File: src/rtl/strp_pkg.sv
// ----------------------------------------------------------------------------
// strp_pkg - shared types and constants of the stepper ramp unit
// command and status groups between controller and datapath, fixed widths
// ----------------------------------------------------------------------------
package strp_pkg;

    // input command codes
    localparam logic CMD_START = 1'b0;
    localparam logic CMD_TICK  = 1'b1;

    // configuration register indexes
    localparam int CFG_ADDR_W = 2;
    localparam logic [CFG_ADDR_W-1:0] CFG_START_DELAY  = 2'd0;
    localparam logic [CFG_ADDR_W-1:0] CFG_MIN_INTERVAL = 2'd1;
    localparam logic [CFG_ADDR_W-1:0] CFG_SPEED_SCALE  = 2'd2;

    localparam int CFG_W      = 16;  // configuration register width
    localparam int POS_W      = 32;  // position width
    localparam int DELAY_W    = 32;  // delay register width
    localparam int DIVIDEND_W = DELAY_W + 1;  // twice the delay
    localparam int IVL_W      = 16;  // reported interval width
    localparam int PROD_W     = DELAY_W + CFG_W;

    // controller to datapath
    typedef struct packed {
        logic load;      // latch an accepted input beat
        logic start;     // apply a start command
        logic set_done;  // tick with no steps left
        logic plan;      // launch the divider for a step
        logic commit;    // apply a step
        logic emit;      // load the result register
    } strp_cmd_t;

    // datapath to controller
    typedef struct packed {
        logic start_op;
        logic has_step;
        logic need_div;
        logic div_done;
    } strp_status_t;

endpackage

File: src/rtl/strp_divider.sv
// ----------------------------------------------------------------------------
// strp_divider - restoring divider, one quotient bit per cycle
// divides twice the delay by the odd ramp denominator
// ----------------------------------------------------------------------------
module strp_divider #(
    parameter int DEN_W = 34
) (
    input  logic                            aclk,
    input  logic                            aresetn,
    input  logic                            start,
    input  logic [strp_pkg::DIVIDEND_W-1:0] dividend,
    input  logic [DEN_W-1:0]                divisor,
    output logic                            busy,
    output logic [strp_pkg::DIVIDEND_W-1:0] quotient
);
    import strp_pkg::*;

    localparam int CNT_W = $clog2(DIVIDEND_W + 1);

    logic [CNT_W-1:0]      cnt_reg;
    logic                  busy_reg;
    logic [DEN_W-1:0]      rem_reg;
    logic [DEN_W-1:0]      den_reg;
    logic [DIVIDEND_W-1:0] dvd_reg;
    logic [DIVIDEND_W-1:0] quo_reg;

    logic [DEN_W:0]   trial;
    logic             fits;
    logic [DEN_W:0]   trial_sub;
    logic [DEN_W-1:0] rem_next;

    assign trial     = {rem_reg, dvd_reg[DIVIDEND_W-1]};
    assign fits      = trial >= {1'b0, den_reg};
    assign trial_sub = trial - {1'b0, den_reg};
    assign rem_next  = fits ? trial_sub[DEN_W-1:0] : trial[DEN_W-1:0];

    always_ff @(posedge aclk) begin
        if (!aresetn) begin
            busy_reg <= 1'b0;
            cnt_reg  <= '0;
        end else if (start) begin
            busy_reg <= 1'b1;
            cnt_reg  <= CNT_W'(DIVIDEND_W);
            rem_reg  <= '0;
            den_reg  <= divisor;
            dvd_reg  <= dividend;
            quo_reg  <= '0;
        end else if (busy_reg) begin
            rem_reg <= rem_next;
            dvd_reg <= {dvd_reg[DIVIDEND_W-2:0], 1'b0};
            quo_reg <= {quo_reg[DIVIDEND_W-2:0], fits};
            cnt_reg <= cnt_reg - CNT_W'(1);
            if (cnt_reg == CNT_W'(1)) begin
                busy_reg <= 1'b0;
            end
        end
    end

    assign busy     = busy_reg;
    assign quotient = quo_reg;

endmodule

File: src/rtl/strp_datapath.sv
// ----------------------------------------------------------------------------
// strp_datapath - ramp state, step arithmetic and result register
// holds configuration, position and delay; runs the serial divider
// ----------------------------------------------------------------------------
module strp_datapath #(
    parameter int COUNT_BITS      = 32,
    parameter int DELAY_FRAC_BITS = 16
) (
    input  logic                              aclk,
    input  logic                              aresetn,
    input  strp_pkg::strp_cmd_t               cmd,
    output strp_pkg::strp_status_t            status,
    input  logic                              cfg_valid,
    input  logic [strp_pkg::CFG_ADDR_W-1:0]   cfg_addr,
    input  logic [strp_pkg::CFG_W-1:0]        cfg_data,
    input  logic                              in_cmd,
    input  logic signed [strp_pkg::POS_W-1:0] in_target,
    output logic                              out_step_pulse,
    output logic                              out_dir_level,
    output logic [strp_pkg::IVL_W-1:0]        out_interval,
    output logic                              out_move_done,
    output logic signed [strp_pkg::POS_W-1:0] out_position
);
    import strp_pkg::*;

    localparam int CW    = COUNT_BITS;
    localparam int DEN_W = CW + 2;
    localparam int WIDE  = 48;
    localparam int SHIFT = DELAY_FRAC_BITS + 8;

    logic [CFG_W-1:0]   start_delay_reg;
    logic [CFG_W-1:0]   min_interval_reg;
    logic [CFG_W-1:0]   speed_scale_reg;
    logic [POS_W-1:0]   pos_reg;
    logic [CW-1:0]      total_reg;
    logic [CW-1:0]      sdone_reg;
    logic [CW-1:0]      ridx_reg;
    logic [CW-1:0]      rlen_reg;
    logic [DELAY_W-1:0] delay_reg;
    logic               dirn_reg;
    logic               doneflag_reg;
    logic               pulse_reg;
    logic               cmd_reg;
    logic [POS_W-1:0]   target_reg;

    logic [IVL_W-1:0]   ivl_reg;
    logic [POS_W-1:0]   opos_reg;
    logic               opulse_reg;
    logic               odir_reg;
    logic               odone_reg;

    // step decisions
    logic [CW-1:0]      sd1;
    logic [CW-1:0]      ridx_inc;
    logic [CW-1:0]      ridx_dec;
    logic               second_half;
    logic               ridx_nz;
    logic               can_down;
    logic [DEN_W-1:0]   den;
    logic               div_busy;
    logic [DIVIDEND_W-1:0] quo;

    // ramp up / down
    logic [DELAY_W+1:0] up_diff;
    logic [DELAY_W+1:0] dn_sum;
    logic [WIDE-1:0]    minq48;
    logic [WIDE-1:0]    sdq48;
    logic [DELAY_W-1:0] minq_sat;
    logic [DELAY_W-1:0] sdq_sat;
    logic [DELAY_W-1:0] dn_sat;

    // start distance
    logic [POS_W:0]     span;
    logic [POS_W:0]     mag;
    logic [POS_W:0]     cmask;
    logic [CW-1:0]      total_new;

    // result interval
    logic [PROD_W-1:0]  prod;
    logic [PROD_W-1:0]  prod_sh;

    assign sd1         = sdone_reg + CW'(1);
    assign ridx_inc    = ridx_reg + CW'(1);
    assign ridx_dec    = ridx_reg - CW'(1);
    assign second_half = sd1 > (total_reg >> 1);
    assign ridx_nz     = ridx_reg != '0;
    assign can_down    = ridx_nz && ((rlen_reg == '0) || (ridx_reg < rlen_reg));
    // 4n+1 on the way up, 4n-1 = 4(n-1)+3 on the way down
    assign den         = second_half ? {ridx_dec, 2'b11} : {ridx_inc, 2'b01};

    assign status.start_op = (cmd_reg == CMD_START);
    assign status.has_step = sdone_reg < total_reg;
    assign status.need_div = second_half ? can_down : 1'b1;
    assign status.div_done = !div_busy;

    strp_divider #(
        .DEN_W(DEN_W)
    ) u_div (
        .aclk     (aclk),
        .aresetn  (aresetn),
        .start    (cmd.plan),
        .dividend ({delay_reg, 1'b0}),
        .divisor  (den),
        .busy     (div_busy),
        .quotient (quo)
    );

    assign up_diff  = {2'b00, delay_reg} - {1'b0, quo};
    assign dn_sum   = {2'b00, delay_reg} + {1'b0, quo};
    assign dn_sat   = (dn_sum[DELAY_W+1:DELAY_W] != 2'b00) ? '1 : dn_sum[DELAY_W-1:0];
    assign minq48   = WIDE'({min_interval_reg, {DELAY_FRAC_BITS{1'b0}}});
    assign sdq48    = WIDE'({start_delay_reg, {DELAY_FRAC_BITS{1'b0}}});
    assign minq_sat = (minq48 > WIDE'({DELAY_W{1'b1}})) ? '1 : minq48[DELAY_W-1:0];
    assign sdq_sat  = (sdq48 > WIDE'({DELAY_W{1'b1}})) ? '1 : sdq48[DELAY_W-1:0];

    assign span      = {target_reg[POS_W-1], target_reg} - {pos_reg[POS_W-1], pos_reg};
    assign mag       = span[POS_W] ? (~span + (POS_W+1)'(1)) : span;
    assign cmask     = (POS_W+1)'({CW{1'b1}});
    assign total_new = (mag > cmask) ? {CW{1'b1}} : mag[CW-1:0];

    assign prod    = PROD_W'(delay_reg) * PROD_W'(speed_scale_reg);
    assign prod_sh = prod >> SHIFT;

    // configuration
    always_ff @(posedge aclk) begin
        if (!aresetn) begin
            start_delay_reg  <= CFG_W'(400);
            min_interval_reg <= CFG_W'(10);
            speed_scale_reg  <= CFG_W'(256);
        end else if (cfg_valid) begin
            case (cfg_addr)
                CFG_START_DELAY:  start_delay_reg  <= cfg_data;
                CFG_MIN_INTERVAL: min_interval_reg <= cfg_data;
                CFG_SPEED_SCALE:  speed_scale_reg  <= cfg_data;
                default: ;
            endcase
        end
    end

    // input latch
    always_ff @(posedge aclk) begin
        if (cmd.load) begin
            cmd_reg    <= in_cmd;
            target_reg <= in_target;
        end
    end

    // ramp state
    always_ff @(posedge aclk) begin
        if (!aresetn) begin
            pos_reg      <= '0;
            total_reg    <= '0;
            sdone_reg    <= '0;
            ridx_reg     <= '0;
            rlen_reg     <= '0;
            delay_reg    <= '0;
            dirn_reg     <= 1'b0;
            doneflag_reg <= 1'b1;
            pulse_reg    <= 1'b0;
        end else if (cmd.start) begin
            dirn_reg     <= span[POS_W];
            total_reg    <= total_new;
            sdone_reg    <= '0;
            ridx_reg     <= '0;
            rlen_reg     <= '0;
            delay_reg    <= sdq_sat;
            doneflag_reg <= 1'b0;
            pulse_reg    <= 1'b0;
        end else if (cmd.set_done) begin
            doneflag_reg <= 1'b1;
            pulse_reg    <= 1'b0;
        end else if (cmd.commit) begin
            pulse_reg <= 1'b1;
            sdone_reg <= sd1;
            pos_reg   <= dirn_reg ? pos_reg - POS_W'(1) : pos_reg + POS_W'(1);
            if (second_half) begin
                if (can_down) begin
                    delay_reg <= dn_sat;
                end
                if (ridx_nz) begin
                    ridx_reg <= ridx_dec;
                end
            end else begin
                ridx_reg <= ridx_inc;
                if (up_diff[DELAY_W+1]) begin
                    // quotient exceeded the delay: wraps huge, saturates
                    delay_reg <= '1;
                end else if (WIDE'(up_diff[DELAY_W-1:0]) <= minq48) begin
                    delay_reg <= minq_sat;
                    if (rlen_reg == '0) begin
                        rlen_reg <= sd1;
                    end
                end else begin
                    delay_reg <= up_diff[DELAY_W-1:0];
                end
            end
        end
    end

    // result register
    always_ff @(posedge aclk) begin
        if (cmd.emit) begin
            opulse_reg <= pulse_reg;
            odir_reg   <= dirn_reg;
            odone_reg  <= doneflag_reg;
            opos_reg   <= pos_reg;
            ivl_reg    <= (prod_sh > PROD_W'({IVL_W{1'b1}})) ? '1 : prod_sh[IVL_W-1:0];
        end
    end

    assign out_step_pulse = opulse_reg;
    assign out_dir_level  = odir_reg;
    assign out_interval   = ivl_reg;
    assign out_move_done  = odone_reg;
    assign out_position   = opos_reg;

endmodule

File: src/rtl/strp_ctrl.sv
// ----------------------------------------------------------------------------
// strp_ctrl - sequencing of one input beat through the datapath
// decode, optional divide, commit and hand-off to the result register
// ----------------------------------------------------------------------------
module strp_ctrl (
    input  logic                   aclk,
    input  logic                   aresetn,
    input  logic                   s_valid,
    output logic                   s_ready,
    output logic                   m_valid,
    input  logic                   m_ready,
    output strp_pkg::strp_cmd_t    cmd,
    input  strp_pkg::strp_status_t status
);
    import strp_pkg::*;

    typedef enum logic [1:0] {
        S_IDLE,
        S_DECODE,
        S_DIV,
        S_EMIT
    } state_t;

    state_t state_reg;
    logic   m_valid_reg;

    always_comb begin
        cmd = '0;
        case (state_reg)
            S_IDLE: begin
                cmd.load = s_valid;
            end
            S_DECODE: begin
                if (status.start_op) begin
                    cmd.start = 1'b1;
                end else if (!status.has_step) begin
                    cmd.set_done = 1'b1;
                end else if (status.need_div) begin
                    cmd.plan = 1'b1;
                end else begin
                    cmd.commit = 1'b1;
                end
            end
            S_DIV: begin
                cmd.commit = status.div_done;
            end
            S_EMIT: begin
                cmd.emit = !m_valid_reg || m_ready;
            end
            default: ;
        endcase
    end

    always_ff @(posedge aclk) begin
        if (!aresetn) begin
            state_reg   <= S_IDLE;
            m_valid_reg <= 1'b0;
        end else begin
            if (cmd.emit) begin
                m_valid_reg <= 1'b1;
            end else if (m_ready) begin
                m_valid_reg <= 1'b0;
            end
            case (state_reg)
                S_IDLE: begin
                    if (s_valid) state_reg <= S_DECODE;
                end
                S_DECODE: begin
                    state_reg <= cmd.plan ? S_DIV : S_EMIT;
                end
                S_DIV: begin
                    if (status.div_done) state_reg <= S_EMIT;
                end
                S_EMIT: begin
                    if (cmd.emit) state_reg <= S_IDLE;
                end
                default: state_reg <= S_IDLE;
            endcase
        end
    end

    assign s_ready = (state_reg == S_IDLE);
    assign m_valid = m_valid_reg;

endmodule

File: src/rtl/stepper_trapezoid_ramp_unit.sv
// ----------------------------------------------------------------------------
// stepper_trapezoid_ramp_unit - trapezoidal step timing for one axis
// constant-acceleration ramp with a serial divider per step
// ----------------------------------------------------------------------------
// usage
//   input channel s_*: one beat is a command; s_cmd start (with s_target, an
//   absolute position) or timer tick. every beat gives exactly one result
//   beat on m_*: step flag, direction, next timer reload, done, position.
//   cfg_*: register writes (start delay, min interval, speed scale), always
//   ready, to be written only while no beat is in flight.
// sequencing
//   start, or a tick with no steps left: decode, then the result register
//   is loaded; the next beat is taken once the controller is idle again.
//   tick that steps: a bit-serial divide of twice the delay by the ramp
//   denominator, between decode and emit, sets the pace; no new beat is
//   taken until its result is loaded. a step on the unwinding part of the
//   ramp with no division left to do takes the short path.
// reset
//   aresetn low clears position, counters and delay, sets done and reloads
//   the registers with their defaults (400, 10, 1.0).
// stall
//   the result sits in an output register; one more beat is accepted and
//   worked on, then held until m_ready takes the waiting result.
// ----------------------------------------------------------------------------
module stepper_trapezoid_ramp_unit #(
    parameter int COUNT_BITS      = 32,
    parameter int DELAY_FRAC_BITS = 16
) (
    input  logic                              aclk,
    input  logic                              aresetn,
    // configuration writes
    input  logic                              cfg_valid,
    output logic                              cfg_ready,
    input  logic [strp_pkg::CFG_ADDR_W-1:0]   cfg_addr,
    input  logic [strp_pkg::CFG_W-1:0]        cfg_data,
    // command beats
    input  logic                              s_valid,
    output logic                              s_ready,
    input  logic                              s_cmd,
    input  logic signed [strp_pkg::POS_W-1:0] s_target,
    // result beats
    output logic                              m_valid,
    input  logic                              m_ready,
    output logic                              m_step_pulse,
    output logic                              m_dir_level,
    output logic [strp_pkg::IVL_W-1:0]        m_interval,
    output logic                              m_move_done,
    output logic signed [strp_pkg::POS_W-1:0] m_position
);
    import strp_pkg::*;

    strp_cmd_t    cmd;
    strp_status_t status;

    // registers are plain flops, a write always lands
    assign cfg_ready = 1'b1;

    strp_ctrl u_ctrl (
        .aclk    (aclk),
        .aresetn (aresetn),
        .s_valid (s_valid),
        .s_ready (s_ready),
        .m_valid (m_valid),
        .m_ready (m_ready),
        .cmd     (cmd),
        .status  (status)
    );

    strp_datapath #(
        .COUNT_BITS      (COUNT_BITS),
        .DELAY_FRAC_BITS (DELAY_FRAC_BITS)
    ) u_dp (
        .aclk           (aclk),
        .aresetn        (aresetn),
        .cmd            (cmd),
        .status         (status),
        .cfg_valid      (cfg_valid),
        .cfg_addr       (cfg_addr),
        .cfg_data       (cfg_data),
        .in_cmd         (s_cmd),
        .in_target      (s_target),
        .out_step_pulse (m_step_pulse),
        .out_dir_level  (m_dir_level),
        .out_interval   (m_interval),
        .out_move_done  (m_move_done),
        .out_position   (m_position)
    );

endmodule

File: config.mk
export PLATFORM = sky130hd
export DESIGN_NAME = stepper_trapezoid_ramp_unit
export DESIGN_NICKNAME = d
export VERILOG_FILES = /design/src/rtl/strp_pkg.sv /design/src/rtl/strp_divider.sv /design/src/rtl/strp_datapath.sv /design/src/rtl/strp_ctrl.sv /design/src/rtl/stepper_trapezoid_ramp_unit.sv
export SDC_FILE = /design/constraint.sdc
export NUM_CORES = 2
export LEC_CHECK = 0
export BUFFER_PORTS_ARGS = -buffer_cell sky130_fd_sc_hd__buf_4
export CORE_ASPECT_RATIO = 1.25
export CORE_MARGIN = 4
export CORE_UTILIZATION = 40
export DETAILED_ROUTE_END_ITERATION = 10
export PLACE_DENSITY = 0.66
export SETUP_SLACK_MARGIN = 0.1
export SYNTH_ARGS = -nofsm -noshare
export SYNTH_HDL_FRONTEND = slang
export SYNTH_SLANG_ARGS = --single-unit
File: constraint.sdc
create_clock -name aclk -period 13.4 [get_ports aclk]
set_input_delay 0.67 -clock aclk [delete_from_list [all_inputs] [get_ports aclk]]
set_output_delay 0.67 -clock aclk [all_outputs]
set_load 0.005 [all_outputs]
==> flow_summary.json <==
{
  "status": "complete, no violations",
  "cts_max_level": 2,
  "num_vias": 36800,
  "crit_path_frequent_cell": "fa_1",
  "vdd_drop_max_mv": 0.121,
  "tns_ns": 0,
  "die_y_um": 387,
  "place_inst": 6629,
  "rr_startpoint": "u_dp.speed_scale_reg[13]",
  "cts_setup_buffers": 0,
  "cts_tree": "yes",
  "regArea_sq_um": 11600,
  "first_iter_violations": 2349,
  "largest_reg_flops": 34,
  "use_met2_pct": 37.3,
  "gr-total-overflow": 0,
  "worstMarginPinSlew_ns": 1.26,
  "power.density_nw_per_um2": 147,
  "cts_made_buffers": 53,
  "crit_chain": "and2_1, fa_1, fa_1, fa_1, fa_1, fa_1, inv_1, fa_1, inv_1, ha_1, a21oi_1, o21ai_0, a211o_1, or2_2, o221a_2, o21ai_0, a21boi_0, a221o_1, a21oi_1, xnor2_1, and4_1, o21ai_0",
  "final_hold_viol_count": 0,
  "dr.pass1.iters": 6,
  "slew_violations": 0,
  "die-area_sq_um": 120000,
  "dp_hpwl_um": 95900,
  "place_worst_setup_slack_ns": 4.82,
  "routed_via_density": 5.47,
  "cp-startpoint": "u_dp.speed_scale_reg[13]",
  "grt_pass1_wl_um": 203000,
  "grt_max_degree": 75,
  "clockBufferDepth": 3,
  "synth_edf_count": 216,
  "start_util_pct": 40.5,
  "core_sq_um": 114000,
  "grt_most_used_layer": "met2",
  "row_count": 138,
  "cp.arrival_ns": 9.01,
  "gr-usage-met1_pct": 24.8,
  "max_stage_delay_ns": 1.09,
  "synthesis.instances": 5234,
  "endpoint": "u_dp.out_interval[11]",
  "drc": 0,
  "p_leak_nw": 22.1,
  "crit_required_ns": 13.72,
  "r2r_cells": 22,
  "layout.nets": 6089,
  "hold_buffers": 0,
  "end_kind": "flop",
  "wl_um": 125000,
  "worst-path-max-fanout": 33,
  "r2r_slack_ns": 4.71,
  "ios": 110,
  "gp_congestion": 0.898,
  "drive_gt1_share_pct": 6.58,
  "grt_pass1_vias": 37500,
  "die_width_um": 311,
  "setup_viol": 0,
  "wl_per_cell_um": 18.6,
  "path_class": "reg2reg",
  "ys_seq_area_share_pct": 25.1,
  "portBuffers": 108,
  "ys_types": 88,
  "period_minus_slack_ns": 8.69,
  "ys_warn_count": 0,
  "rr_endpoint": "u_dp.out_interval[11]",
  "fillCellCount": 11100,
  "hp-class": "in2reg",
  "cp_top_family": "adder cells",
  "ant_nets": 0,
  "path_depth": 22,
  "setup_ws_ns": 4.71,
  "post-route-period-util_pct": 64.8,
  "clk_pin_slew_worst_paths_ns": 0.06,
  "totalPowerFinal_mw": 7.38,
  "critPathBufInv": 2,
  "stdcell_count": 6729,
  "n_antenna_cell": 0,
  "cts_resized": 0,
  "ys.flop_type": "dfxtp_1",
  "synth_seq_cells": 469,
  "rsz0062_at_grt": "false",
  "synth.net_count": 6109,
  "async_reset_ff_share_pct": 0,
  "multi_input_area_sq_um": 30900,
  "antenna_found_initial": 0,
  "max_cap_violations": 0,
  "start_kind": "flop",
  "cts-root-buf": "clkbuf_16",
  "slowest_stage": "dfxtp_1",
  "syn_area_sq_um": 46000,
  "slew_headroom_pct": 15.6,
  "utilization_pct": 44.1,
  "area_growth_pct": 9.05,
  "clk_latency_ns": 0.66,
  "clock_sinks": 469,
  "fmax_mhz": 115,
  "synth.avg_cell_area_sq_um": 8.78,
  "skew_ns": 0.0460,
  "use_met3_pct": 2.34,
  "grt_usage_pct": 20.6
}
[synth_stat cells (40+ instances only)]
cell type | n | area, sq um
inv_1 | 683 | 2560
nand2_1 | 631 | 2370
fa_1 | 422 | 8450
ha_1 | 397 | 4970
a21oi_1 | 347 | 1740
nor2_1 | 329 | 1230
dfxtp_1 | 253 | 5060
and2_1 | 224 | 1400
clkbuf_1 | 222 | 833
edfxtp_1 | 216 | 6490
o21ai_0 | 186 | 931
xnor2_1 | 176 | 1540
xor2_1 | 98 | 858
a21o_1 | 94 | 706
nor3_1 | 73 | 365
nand3_1 | 71 | 355
nand2b_1 | 59 | 369
nand4_1 | 50 | 313
and3_1 | 43 | 269
o21a_1 | 43 | 323
a221oi_1 | 40 | 350
or3_1 | 40 | 250
[cells by family after synthesis]
family / after synthesis / share of synthesized area, %
and+or+nand+nor: 1673 / 17.5
AOI/OAI and AO/OA: 1013 / 14.0
buffers and inverters: 933 / 7.70
adders and majority gates: 819 / 29.2
DFF: 469 / 25.1
xor gates and xnor gates: 274 / 5.22
muxes: 52 / 1.22
other: 1 / 0.00816
[cells in the final DEF (no fill, tap or decap), types with 39 or more instances in the layout]
| cell type | instances |
|---|---|
| inv_1 | 683 |
| nand2_1 | 629 |
| fa_1 | 422 |
| ha_1 | 397 |
| a21oi_1 | 347 |
| nor2_1 | 327 |
| dfxtp_1 | 253 |
| and2_1 | 224 |
| edfxtp_1 | 216 |
| o21ai_0 | 186 |
| xnor2_1 | 176 |
| buf_4 | 172 |
| xor2_1 | 98 |
| a21o_1 | 94 |
| nand3_1 | 71 |
| nor3_1 | 71 |
| nand2b_1 | 59 |
| clkbuf_16 | 56 |
| nand4_1 | 50 |
| and3_1 | 43 |
| o21a_1 | 43 |
| or3_1 | 40 |
| a221oi_1 | 40 |
| o211ai_1 | 39 |
[final cells by class]
type,count,share of cell area [%]
tap,1470,3.67
multi-input combinational,3832,61.7
timing repair buffer,172,2.58
sequential,469,23.0
clock buffer,65,2.95
clock inverter,35,0.866
inverter,686,5.14
[worst min-delay path by stage]
stage,start,end,slack [ns],depth (start not counted)
floorplan,u_dp.doneflag_reg,u_dp.out_move_done,0.41,0
global placement,u_dp.doneflag_reg,u_dp.out_move_done,0.42,0
detailed placement,u_dp.doneflag_reg,u_dp.out_move_done,0.42,0
CTS,s_target[26],u_dp.target_reg[26],0.16,1
global route,s_target[14],u_dp.target_reg[14],0.17,1
finish,s_target[26],u_dp.target_reg[26],0.21,1
[report_power, final]
| part | switching [mW] | internal [mW] | total (mW) |
|---|---|---|---|
| Combinational | 2.40 | 1.39 | 3.79 |
| Clock | 0.668 | 0.918 | 1.59 |
| Sequential | 0.159 | 1.85 | 2.01 |
| Total | 3.23 | 4.15 | 7.38 |
[metal layers]
layer | part of all wire, % | vias up
met1 | 41 | 18000
met4 | 4.8 | 0
met2 | 50 | 975
met5 | 0 | -
met3 | 4.4 | 319
li1 | - | 17500
[stage by stage]
stage / hold WS (ns) / instance area (sq um)
3_3_place_gp: 0.420 / 48200
6_report: 0.208 / 50100
2_1_floorplan: 0.409 / 46000
3_5_place_dp: 0.421 / 48200
5_1_grt: 0.175 / 50100
4_1_cts: 0.162 / 50100
(Power assumes the default switching activity.)
